<file path="config.mk">
export PLATFORM = sky130hd
export DESIGN_NAME = periodic_task_scheduler_top
export DESIGN_NICKNAME = d
export VERILOG_FILES = /design/src/rtl/pts_pkg.sv /design/src/rtl/pts_table.sv /design/src/rtl/pts_seq.sv /design/src/rtl/periodic_task_scheduler_top.sv
export VERILOG_INCLUDE_DIRS = /design/src /design/src/rtl
export SDC_FILE = /design/constraint.sdc
export NUM_CORES = 2
export LEC_CHECK = 0
export ABC_AREA = 1
export BUFFER_PORTS_ARGS = -buffer_cell sky130_fd_sc_hd__buf_2
export CAP_MARGIN = 40
export CORE_MARGIN = 2
export CORE_UTILIZATION = 60
export DETAILED_ROUTE_END_ITERATION = 10
export PLACE_DENSITY = 0.83
export SYNTH_ARGS = -nofsm -noshare
export SYNTH_HDL_FRONTEND = slang
export SYNTH_SLANG_ARGS = --single-unit
</file>
<file path="constraint.sdc">
create_clock -name clk -period 9.7 [get_ports clk]
set_input_delay 0.485 -clock clk [delete_from_list [all_inputs] [get_ports clk]]
set_output_delay 0.485 -clock clk [all_outputs]
set_load 0.05 [all_outputs]
</file>
<file path="src/rtl/assert_macros.svh">
// Assertion macros for the scheduler RTL.
// No dependencies; included by files that carry concurrent assertions.
`ifndef ASSERT_MACROS_SVH
`define ASSERT_MACROS_SVH

// Implication checked on every rising edge outside reset.
`define ASSERT_IMP(label, clk_sig, rst_sig, ante, cons) \
    label: assert property (@(posedge clk_sig) disable iff (!rst_sig) (ante) |-> (cons)) \
        else $error("assertion failed");

// Next-cycle implication checked outside reset.
`define ASSERT_NXT(label, clk_sig, rst_sig, ante, cons) \
    label: assert property (@(posedge clk_sig) disable iff (!rst_sig) (ante) |=> (cons)) \
        else $error("assertion failed");

`endif

</file>
<file path="src/rtl/pts_pkg.sv">
// Package for the periodic task scheduler: sizes, codes, payload, entry, state and memory request types.
// No dependencies.
package pts_pkg;

    localparam int MAX_TASKS = 16;
    localparam int IDX_W     = $clog2(MAX_TASKS);
    localparam int CNT_W     = $clog2(MAX_TASKS + 1);

    localparam logic [1:0] MODE_CREATE   = 2'd0;
    localparam logic [1:0] MODE_DELETE   = 2'd1;
    localparam logic [1:0] MODE_TICK     = 2'd2;
    localparam logic [1:0] MODE_DISPATCH = 2'd3;

    localparam logic [1:0] ST_OK        = 2'd0;
    localparam logic [1:0] ST_FULL      = 2'd1;
    localparam logic [1:0] ST_NOT_FOUND = 2'd2;
    localparam logic [1:0] ST_NONE      = 2'd3;

    typedef struct packed {
        logic [1:0]  mode;
        logic [7:0]  task_id;
        logic [15:0] start_offset;
        logic [15:0] period;
        logic [7:0]  priority_req;
    } in_beat_t;

    typedef struct packed {
        logic [1:0]  status;
        logic        dispatch_valid;
        logic [7:0]  run_id;
        logic [4:0]  task_total;
    } out_beat_t;

    // One table slot, held in service order.
    typedef struct packed {
        logic [7:0]  id;
        logic [15:0] start;
        logic [15:0] period;
        logic [7:0]  prio;
        logic [15:0] elapsed;
        logic        ready;
        logic        started;
    } entry_t;

    typedef enum logic [2:0] {
        S_IDLE,
        S_SCAN,
        S_SHIFT,
        S_PUT,
        S_DONE
    } state_t;

    // Memory access bundle from the sequencer to the table.
    typedef struct packed {
        logic             rd_en;
        logic [IDX_W-1:0] rd_addr;
        logic             wr_en;
        logic [IDX_W-1:0] wr_addr;
        entry_t           wr_data;
    } mem_req_t;

endpackage

</file>
<file path="src/rtl/pts_table.sv">
// Task table memory: one read port and one write port, registered read data.
// Depends on pts_pkg.
module pts_table (
    input  logic              clk,
    input  pts_pkg::mem_req_t req,
    output pts_pkg::entry_t   rd_data
);
    import pts_pkg::*;

    entry_t mem [MAX_TASKS];

    always_ff @(posedge clk)
    begin
        if (req.wr_en)
        begin
            mem[req.wr_addr] <= req.wr_data;
        end
        if (req.rd_en)
        begin
            rd_data <= mem[req.rd_addr];
        end
    end

endmodule

</file>
<file path="src/rtl/pts_seq.sv">
// Sequencer for the scheduler: walks the table for each command beat.
// Depends on pts_pkg and assert_macros.svh.
`include "assert_macros.svh"
module pts_seq (
    input  logic                clk,
    input  logic                rst_n,
    input  logic                go,
    input  pts_pkg::in_beat_t   cmd,
    input  logic [15:0]         step,
    input  pts_pkg::entry_t     rd_data,
    output pts_pkg::mem_req_t   req,
    output logic                busy,
    output logic                done,
    output pts_pkg::out_beat_t  res
);
    import pts_pkg::*;

    state_t           state_reg, state_next;
    in_beat_t         cmd_reg, cmd_next;
    logic [CNT_W-1:0] count_reg, count_next;
    logic [CNT_W-1:0] k_reg, k_next;       // address being read
    logic             rv_reg, rv_next;     // read data valid for k_reg - 1 (for k_reg in a removal shift)
    logic [CNT_W-1:0] pos_reg, pos_next;   // found / insert position
    logic             hit_reg, hit_next;
    logic             rm_reg, rm_next;     // an entry is being removed
    out_beat_t        res_reg, res_next;

    logic [CNT_W-1:0] cur;
    entry_t           upd;

    assign cur = k_reg - CNT_W'(1);

    always_ff @(posedge clk or negedge rst_n)
    begin
        if (!rst_n)
        begin
            state_reg <= S_IDLE;
            count_reg <= '0;
            k_reg     <= '0;
            rv_reg    <= 1'b0;
            pos_reg   <= '0;
            hit_reg   <= 1'b0;
            rm_reg    <= 1'b0;
        end
        else
        begin
            state_reg <= state_next;
            count_reg <= count_next;
            k_reg     <= k_next;
            rv_reg    <= rv_next;
            pos_reg   <= pos_next;
            hit_reg   <= hit_next;
            rm_reg    <= rm_next;
        end
    end

    always_ff @(posedge clk)
    begin
        cmd_reg <= cmd_next;
        res_reg <= res_next;
    end

    // Next state.
    always_comb
    begin
        state_next = state_reg;
        unique case (state_reg)
            S_IDLE:
            begin
                if (go)
                begin
                    state_next = S_SCAN;
                end
            end
            S_SCAN:
            begin
                if (cmd_reg.mode == MODE_CREATE && count_reg == CNT_W'(MAX_TASKS))
                begin
                    state_next = S_DONE;
                end
                else if (rv_reg && (cmd_reg.mode == MODE_CREATE)
                         && rd_data.prio > cmd_reg.priority_req)
                begin
                    state_next = S_SHIFT;
                end
                else if (rv_reg && (cmd_reg.mode == MODE_DELETE)
                         && rd_data.id == cmd_reg.task_id)
                begin
                    state_next = S_SHIFT;
                end
                else if (rv_reg && (cmd_reg.mode == MODE_DISPATCH) && rd_data.ready)
                begin
                    state_next = (rd_data.period == 16'd0) ? S_SHIFT : S_DONE;
                end
                else if (k_reg == count_reg && (!rv_reg || cur == count_reg - CNT_W'(1)
                         || count_reg == '0))
                begin
                    if (rv_reg || count_reg == '0)
                    begin
                        state_next = (cmd_reg.mode == MODE_CREATE) ? S_PUT : S_DONE;
                    end
                end
            end
            S_SHIFT:
            begin
                if (cmd_reg.mode == MODE_CREATE)
                begin
                    if (k_reg == pos_reg && !rv_reg)
                    begin
                        state_next = S_PUT;
                    end
                end
                else if (k_reg == count_reg && !rv_reg)
                begin
                    state_next = S_DONE;
                end
            end
            S_PUT:    state_next = S_DONE;
            S_DONE:   state_next = S_IDLE;
            default:  state_next = S_IDLE;
        endcase
    end

    // Datapath and memory control.
    always_comb
    begin
        cmd_next   = cmd_reg;
        count_next = count_reg;
        k_next     = k_reg;
        rv_next    = 1'b0;
        pos_next   = pos_reg;
        hit_next   = hit_reg;
        rm_next    = rm_reg;
        res_next   = res_reg;
        req        = '0;
        upd        = rd_data;
        upd.elapsed = rd_data.elapsed + step;
        if ((rd_data.started ? rd_data.period : rd_data.start) == upd.elapsed)
        begin
            upd.ready = 1'b1;
        end
        unique case (state_reg)
            S_IDLE:
            begin
                cmd_next = cmd;
                k_next   = '0;
                pos_next = '0;
                hit_next = 1'b0;
                rm_next  = 1'b0;
            end
            S_SCAN:
            begin
                // Issue the next read while the previous one returns.
                if (k_reg < count_reg)
                begin
                    req.rd_en   = 1'b1;
                    req.rd_addr = k_reg[IDX_W-1:0];
                    k_next      = k_reg + CNT_W'(1);
                    rv_next     = 1'b1;
                end
                if (state_next == S_SHIFT)
                begin
                    pos_next = cur;
                    hit_next = 1'b1;
                    rv_next  = 1'b0;
                    if (cmd_reg.mode == MODE_CREATE)
                    begin
                        // Shift upwards from the top entry down to pos.
                        k_next = count_reg;
                    end
                    else
                    begin
                        rm_next = 1'b1;
                        k_next  = cur + CNT_W'(1);
                        if (cmd_reg.mode == MODE_DISPATCH)
                        begin
                            res_next.run_id = rd_data.id;
                        end
                    end
                end
                else if (state_next == S_PUT)
                begin
                    pos_next = count_reg;
                end
                else if (state_next == S_DONE && rv_reg
                         && cmd_reg.mode == MODE_DISPATCH && rd_data.ready)
                begin
                    hit_next        = 1'b1;
                    res_next.run_id = rd_data.id;
                    req.wr_en       = 1'b1;
                    req.wr_addr     = cur[IDX_W-1:0];
                    req.wr_data     = rd_data;
                    req.wr_data.ready   = 1'b0;
                    req.wr_data.elapsed = 16'd0;
                    req.wr_data.started = 1'b1;
                end
                else if (rv_reg && cmd_reg.mode == MODE_TICK)
                begin
                    req.wr_en   = 1'b1;
                    req.wr_addr = cur[IDX_W-1:0];
                    req.wr_data = upd;
                end
            end
            S_SHIFT:
            begin
                if (cmd_reg.mode == MODE_CREATE)
                begin
                    // Read k-1, then write it to k.
                    if (rv_reg)
                    begin
                        req.wr_en   = 1'b1;
                        req.wr_addr = k_reg[IDX_W-1:0];
                        req.wr_data = rd_data;
                    end
                    else if (k_reg != pos_reg)
                    begin
                        req.rd_en   = 1'b1;
                        req.rd_addr = IDX_W'(k_reg - CNT_W'(1));
                        rv_next     = 1'b1;
                    end
                    if (rv_reg)
                    begin
                        k_next = k_reg - CNT_W'(1);
                    end
                end
                else
                begin
                    // Read k, then write it to k-1.
                    if (rv_reg)
                    begin
                        req.wr_en   = 1'b1;
                        req.wr_addr = IDX_W'(k_reg - CNT_W'(1));
                        req.wr_data = rd_data;
                        k_next      = k_reg + CNT_W'(1);
                    end
                    else if (k_reg < count_reg)
                    begin
                        req.rd_en   = 1'b1;
                        req.rd_addr = k_reg[IDX_W-1:0];
                        rv_next     = 1'b1;
                    end
                end
            end
            S_PUT:
            begin
                req.wr_en           = 1'b1;
                req.wr_addr         = pos_reg[IDX_W-1:0];
                req.wr_data.id      = cmd_reg.task_id;
                req.wr_data.start   = cmd_reg.start_offset;
                req.wr_data.period  = cmd_reg.period;
                req.wr_data.prio    = cmd_reg.priority_req;
                req.wr_data.elapsed = 16'd0;
                req.wr_data.ready   = (cmd_reg.start_offset == 16'd0);
                req.wr_data.started = 1'b0;
                hit_next            = 1'b1;
            end
            S_DONE:
            begin
                res_next.dispatch_valid = 1'b0;
                res_next.status         = ST_OK;
                case (cmd_reg.mode)
                    MODE_CREATE:
                    begin
                        if (!hit_reg)
                        begin
                            res_next.status = ST_FULL;
                        end
                        else
                        begin
                            count_next = count_reg + CNT_W'(1);
                        end
                    end
                    MODE_DELETE:
                    begin
                        if (!hit_reg)
                        begin
                            res_next.status = ST_NOT_FOUND;
                        end
                    end
                    MODE_DISPATCH:
                    begin
                        if (!hit_reg)
                        begin
                            res_next.status = ST_NONE;
                        end
                        res_next.dispatch_valid = hit_reg;
                    end
                    default: ;
                endcase
                if (!(cmd_reg.mode == MODE_DISPATCH && hit_reg))
                begin
                    res_next.run_id = 8'd0;
                end
                if (rm_reg)
                begin
                    count_next = count_reg - CNT_W'(1);
                end
                res_next.task_total = 5'(count_next);
            end
            default: ;
        endcase
    end

    assign busy = (state_reg != S_IDLE);
    assign done = (state_reg == S_DONE);
    assign res  = res_next;

    `ASSERT_IMP(a_count_range, clk, rst_n, 1'b1, count_reg <= CNT_W'(MAX_TASKS))
    `ASSERT_IMP(a_rm_not_create, clk, rst_n, rm_reg, cmd_reg.mode != MODE_CREATE)
    `ASSERT_NXT(a_done_idle, clk, rst_n, state_reg == S_DONE, state_reg == S_IDLE)

endmodule

</file>
<file path="src/rtl/periodic_task_scheduler_top.sv">
// Top level of the periodic task scheduler: handshakes, tick step register, result register.
// Depends on pts_pkg, pts_table and pts_seq.
//
// The scheduler holds up to sixteen tasks in a table with one read and one write port, kept
// in service order (ascending priority, then creation order), and takes one command beat at a
// time. Each beat walks the table through the memory's registered read port: a tick reads and
// rewrites every held entry; create and delete shift the entries above the insertion or
// removal point one read and one write at a time; dispatch scans until the first ready task.
// The result beat sits in an output register, and a new command is only taken once that
// register is empty or is handing its beat over in the same cycle, so a stalled result holds
// off the input. The user must write tick_step through cfg_we/cfg_data only while no command
// is in flight; the block does not enforce this. tick_step resets to one.
module periodic_task_scheduler_top (
    input  logic               clk,
    input  logic               rst_n,
    input  logic               cfg_we,
    input  logic [15:0]        cfg_data,
    input  logic               in_valid,
    output logic               in_stall,
    input  pts_pkg::in_beat_t  in_data,
    output logic               out_valid,
    input  logic               out_stall,
    output pts_pkg::out_beat_t out_data
);
    import pts_pkg::*;

    logic [15:0] step_reg;
    logic        out_valid_reg;
    out_beat_t   out_data_reg;
    mem_req_t    req;
    entry_t      rd_data;
    logic        busy, done, go;
    out_beat_t   res;

    // A command is accepted when the sequencer is idle and the result register is empty or
    // hands its beat over at the same edge, so completion always finds the register free.
    assign in_stall = busy || (out_valid_reg && out_stall);
    assign go       = in_valid && !in_stall;

    always_ff @(posedge clk or negedge rst_n)
    begin
        if (!rst_n)
        begin
            step_reg      <= 16'd1;
            out_valid_reg <= 1'b0;
        end
        else
        begin
            if (cfg_we)
            begin
                step_reg <= cfg_data;
            end
            if (done)
            begin
                out_valid_reg <= 1'b1;
            end
            else if (!out_stall)
            begin
                out_valid_reg <= 1'b0;
            end
        end
    end

    always_ff @(posedge clk)
    begin
        if (done)
        begin
            out_data_reg <= res;
        end
    end

    assign out_valid = out_valid_reg;
    assign out_data  = out_data_reg;

    pts_table u_table (
        .clk     (clk),
        .req     (req),
        .rd_data (rd_data)
    );

    pts_seq u_seq (
        .clk     (clk),
        .rst_n   (rst_n),
        .go      (go),
        .cmd     (in_data),
        .step    (step_reg),
        .rd_data (rd_data),
        .req     (req),
        .busy    (busy),
        .done    (done),
        .res     (res)
    );

endmodule

</file>
Yosys cells after proc, flatten, opt, wreduce, memory -nomap -nowiden
Memories as Yosys holds them, arrays and structs flattened. A register that Yosys moved wholly into a read port is not among the register bits.
Cells that the tools add are included.
W data, S select, Z words.

storage, ports and cells
  bits in registers = 120
  RAM bits = 1056
  bits of input ports = 71
  output and inout port bits = 18
  logic and storage cells = 165
  memories kept = 1

memory list
  memory       words  bits a word  read ports  clocked after memory_dff  wr ports  RTL line         source
  u_table.mem  16     66           1           1                         1         pts_table.sv:10  entry_t mem [MAX_TASKS];

operators by class
  add/subtract/negate cells = 6
  $lt $le $gt $ge = 2
  eq/ne operators = 25
  muxes and demuxes = 73
  reductions and logical operators = 36

operators by type and width
  cell                   count
  $mux W71               6
  $pmux W71 S3           1
  $mux W5                16
  $mux W76               1
  $mux W8                6
  $mux W3                13
  $logic_not A16 Y1      2
  $pmux W5 S2            2
  $mux W1                18
  $logic_and A1 B1 Y1    17
  $add A16 B16 Y16       1
  $eq A16 B16 Y1         1
  $mux W16               1
  $pmux W8 S2            1
  $add A5 B1 Y5 const B  3
  $eq A5 B5 Y1           3
  $pmux W5 S3            1
  $eq A3 B2 Y1 const B   4
  $pmux W3 S4            1
  $sub A5 B1 Y5 const B  2
  $ne A3 B1 Y1 const B   3
  $reduce_and A3 Y1      3
  $reduce_bool A3 Y1     3
  $eq A8 B8 Y1           1
  other kinds (22)       32

Longest topological paths before layout
  depth after elaboration = 21
  depth in mapped cells = 24

Hierarchy
From an unflattened synthesis, not the netlist that was laid out.

second synthesis, totals
  cell total of the unflattened synthesis = 5640
  area, all modules = 56803.2 um^2

modules (own cells, without submodules)
  module                       times used  cells each  area an instance (um^2)  sequential area each (um^2)
  pts_table                    1           4341        47458.0                  33692.3
  pts_seq                      1           1208        8162.8                   2347.3
  periodic_task_scheduler_top  1           91          1182.4                   907.1

Worst setup path after synthesis
No wires, ideal clock.

  kind = flip-flop to flip-flop
  start = register u_seq.k_reg[1]
  end = memory u_table.mem[15][0] (netlist bit), enable pin
  setup time = 490 ps
  arrival time = 5230 ps
  path slack = 3980 ps
  stages on the path, launching flop included = 23
  buffers on the path = 1
  path through = dfrtp_1 > buf_2 > inv_1 > ha_1 > inv_1 > nor2_1 > nor2_1 > nand3_1 > nor2_1 > nand3_1 > nand2_1 > nand3_1 > nand2_1 > nand2_1 > nand2_4 > nand2_4 > nor2_4 > nand2_4 > nand2_4 > nand3_1 > nand2_1 > nand2_1 > nor2_1

between the ends
  cells in the longest elaborated chain, start to end = 21
  elaborated cells between the ends (all ways) = 34
  those cells by class = 1 x add/sub; 6 x eq/ne; 19 x mux; 8 x reduce/logical

RTL lines
  element                           RTL line         source
  from (decl)                       pts_seq.sv:21    logic [CNT_W-1:0] k_reg, k_next;
  from (signal assigned)            pts_seq.sv:49    k_reg <= k_next;
  $sub A5 B1 Y5                     pts_seq.sv:232   req.wr_addr = IDX_W'(k_reg - CNT_W'(1));
  $eq A5 B5 Y1                      pts_seq.sv:95    else if (k_reg == count_reg && (!rv_reg || cur == count_reg - CNT_W'(1)
  $logic_or A1 B1 Y1                pts_seq.sv:95
  $logic_or A1 B1 Y1                pts_seq.sv:96    || count_reg == '0))
  $logic_and A1 B1 Y1               pts_seq.sv:95
  $mux W3                           pts_seq.sv:95
  $mux W3                           pts_seq.sv:91    else if (rv_reg && (cmd_reg.mode == MODE_DISPATCH) && rd_data.ready)
  $mux W3                           pts_seq.sv:86    else if (rv_reg && (cmd_reg.mode == MODE_DELETE)
  (+3 left out)                     n/a
  via u_seq.state_next[1]           pts_seq.sv:18    state_t state_reg, state_next;
  (+1 left out)                     n/a
  $logic_and A1 B1 Y1               pts_seq.sv:185   else if (state_next == S_DONE && rv_reg
  $logic_and A1 B1 Y1 (2 in a row)  pts_seq.sv:186   && cmd_reg.mode == MODE_DISPATCH && rd_data.ready)
  $mux W71                          pts_seq.sv:185
  $mux W71                          pts_seq.sv:181   else if (state_next == S_PUT)
  $mux W71 (*)                      pts_seq.sv:161   if (state_next == S_SHIFT)
  $pmux W71 S3 (*)                  pts_seq.sv:142   unique case (state_reg)
  $mux W1                           pts_table.sv:14  if (req.wr_en)
  $mux W1 (not written as such)     pts_table.sv:16  mem[req.wr_addr] <= req.wr_data;
  to (decl)                         pts_table.sv:10

The timed path passes the listed nets; every way through them passes the cells marked *.

Worst setup path in the final report
  start = register u_seq.k_reg[2]
  end = register u_table.rd_data[4] (netlist name)

between the ends
  cells in the longest elaborated chain, start to end = 5
  elaborated cells between the ends (all ways) = 9
  those cells by class = 1 x add/sub; 1 x order compare; 1 x eq/ne; 6 x mux

RTL lines
  element                                RTL line                                        source
  $sub A5 B1 Y5 (tied with other cells)  pts_seq.sv:218                                  req.rd_addr = IDX_W'(k_reg - CNT_W'(1));
  $mux W5 (on tied branches)             pts_seq.sv:215, pts_seq.sv:154, pts_seq.sv:236
  $mux W5 (on tied branches)             pts_seq.sv:209, pts_seq.sv:229
  $mux W76                               pts_seq.sv:206                                  if (cmd_reg.mode == MODE_CREATE)
  $pmux W5 S2 (*)                        pts_seq.sv:142

Every way passes the cells marked *; elsewhere a longest branch is shown, timed or not.
A chain may end at the register's enable or synchronous reset.

==> run_results.csv <==
group,metric,value,unit
outcome,status,"completed",
logic_synthesis,yosys.cell_types.count,54,
sta,max-slew-margin-rel,0.3333,
global_routing,grt_pass1_wl,198900,um
worst_setup_path,setup.worst_path.start,"u_seq.k_reg[2]",
finish,largest_reg_flops,1056,
sta,worstMarginPinSlew,1.000,ns
worst_setup_path,cp-start-kind,"register",
global_routing,antenna_found_initial,0,
worst_setup_path,r2r_setup_slack,4.00,ns
route,antenna_left,0,
finish,fin_util,0.6846,
worst_setup_path,end_kind,"register",
worst_setup_path,required,10.30,ns
power_and_ir_drop,powerDensity,186.2,mW/mm^2
place,portBuffers,88,
cts,cts-root-buf,"clkbuf_16",
cts,cts_setup_buffers,0,
sta,fin_crit,5.700,ns
worst_setup_path,rr_endpoint,"u_table.rd_data[4]",
route,vias,34910,
global_routing,grt_max_degree,201,
cts,cts_tree,"yes",
worst_setup_path,worstSetupPathType,"register to register",
logic_synthesis,postSynthAreaPerCell,12.36,um^2
job,cap_violations,0,
logic_synthesis,synth_top_area_cell,"edfxtp_1",
die,initial_core_util,0.6031,
logic_synthesis,syn_inst,4134,
cts,cts_max_path_buffers,3,
power_and_ir_drop,vdd_ir_drop_max,182.9,uV
cts,clkTransAtPathRegs,0.07,ns
die,io_pins,89,
logic_synthesis,ys_ff_latch,1242,
sta,hold_violations,0,
place,dp_hpwl,72620,um
worst_setup_path,reg2regPathDepth,19,
logic_synthesis,synth_top_area_frac,0.6980,
global_routing,grt_pass1_vias,34217,
cts,clkSinkCount,1242,
worst_setup_path,r2r_start,"u_seq.k_reg[2]",
logic_synthesis,synth_area_leaders,"edfxtp_1 (70%), nor2_1 (6.4%), o21ai_0 (5.9%)",
finish,layout_common_cells,"edfxtp_1 (1188), nor2_1 (846), o21ai_0 (596), nand2_1 (283), o211ai_1 (278)",
finish,drive_gt1_frac,0.1088,
finish,fillCellCount,5353,
sta,fmax,175.4,MHz
sta,finalCritPeriodShare,0.5876,
sta,rsz0062_at_grt,"false",
logic_synthesis,synthArstFlopShare,0.03060,
die,coreArea,0.08475,mm^2
worst_hold_path,hold_path_class,"primary input to register",
worst_setup_path,critPathMaxFanout,92,
finish,multiInputGateArea,0.01269,mm^2
sta,setup-tns-final,0,ns
logic_synthesis,ys.flop_type,"edfxtp_1",
sta,setup_viol,0,
cts,htreeDepth,3,
route,dr.pass1.iters,7,
route,drc,0,
route,drt-wirelength-per-cell,24.23,um
sta,maxSlewViolCount,0,
place,place_area,0.05336,mm^2
worst_setup_path,worstPathArrival,6.30,ns
finish,area_growth_syn_to_layout,13.51,%
cts,cts_resized,0,
logic_synthesis,netlist_area,0.05111,mm^2
worst_setup_path,worstSetupEndpoint,"u_table.rd_data[4]",
cts,numCtsBuffers,118,
cts,hold_buffers,49,
finish,fin_area,0.05801,mm^2
die,die_area,0.08753,mm^2
logic_synthesis,ys.warnings.count,0,
route,routed_via_density,6.345,
global_routing,grt_use_total,0.3023,
logic_synthesis,syn_nets,4239,
finish,final_nets,4360,
logic_synthesis,synth_edf_count,1188,
power_and_ir_drop,power_leakage,0.01662,uW
die,die_x,295.9,um
finish,layout_commonest_cell,"edfxtp_1",
die,std_cell_rows,107,
route,finalWirelength,133300,um
sta,timing.hold.ws,0.03017,ns
logic_synthesis,ys_seq_area_frac,0.7229,
sta,finClkSkew,0.07000,ns
finish,register_area,0.03695,mm^2
place,gp_congestion,0.9061,
global_routing,grt-ovfl-total,0,
cts,clkLatencyLatePin,0.73,ns
route,drt_iter0_drc,5536,
die,chipHeight,295.9,um
Yosys cell counts (24+ instances only):
library cell	count
edfxtp_1	1188
nor2_1	866
o21ai_0	606
nand2_1	284
o211ai_1	278
nand3_1	184
clkbuf_1	146
inv_1	142
buf_2	74
a21oi_1	47
dfrtp_1	37
ha_1	33
o21ai_1	28
buf_1	24
xor2_1	24
worst min-delay path by stage:
stage                      from           endpoint  cells after the start
3_5_place_dp              rst_n       step_reg[13]                      1
4_1_cts             in_data[48]  u_seq.cmd_reg[48]                      1
5_1_grt             in_data[49]  u_seq.cmd_reg[49]                      1
2_1_floorplan             rst_n          out_valid                      0
3_3_place_gp   u_seq.res_reg[1]   u_seq.res_reg[1]                      2
6_report            in_data[49]  u_seq.cmd_reg[49]                      1
worst max-delay path, stage by stage (launching register included):
cell and delay, ns:
dfrtp_1 0.68, ha_1 0.35, nand2_1 0.07, inv_1 0.04, o21ai_1 0.11, nand3b_1 0.18
o21ai_1 0.17, inv_1 0.06, nor2_1 0.08, nand2_1 0.13, inv_2 0.13, nand2_1 0.13
nand2_8 0.36, buf_4 0.73, buf_4 0.71, buf_4 0.82, o21ai_0 0.18, o211ai_1 0.27
nand3_1 0.15, nand2_1 0.11
cells by family (layout without fill, tap and decap cells):
group,count (synthesis),in the layout,synth area share
compound gates,1016,1016,0.1169
xor+xnor,37,37,0.006610
fa+ha+maj,34,34,0.008471
buf+inv,407,630,0.03236
flops,1242,1242,0.7229
mux,16,16,0.003525
other cells,0,1,0
simple gates,1382,1382,0.1092
area by class of cell:
class / count / share of cell area
Antenna cell: 1 / 0.00004313
Clock buffer: 132 / 0.05314
Clock inverter: 90 / 0.01820
Inverter: 157 / 0.01055
Multi-Input combinational cell: 2485 / 0.2187
Sequential cell: 1242 / 0.6369
Tap cell: 1144 / 0.02467
Timing Repair Buffer: 251 / 0.03785
per-stage QoR:
stage                     power, uW  setup slack, ns  instances
after global routing          11030            3.656       5501
after CTS                     10810            4.246       5498
final                         10800            4.000       5502
after floorplan                5977            3.980       4134
after detailed placement       6031            4.215       5227
after global placement         6027            4.370       5178
power by group:
part           total (uW)  internal, uW  switching (uW)
clock network        4860          2850            2010
registers            5800          5790            6.38
logic                 142          59.1            82.5
routing by layer:
layer | up-vias | track usage | wire (um)
met3 | 421 | 0.07592 | 16790
met5 | - | 0 | 0
met2 | 2591 | 0.4772 | 62920
met1 | 16660 | 0.3982 | 47770
met4 | 0 | 0.1409 | 5824
li1 | 15238 | - | -
No activity file was read; power rests on OpenSTA's default activity.
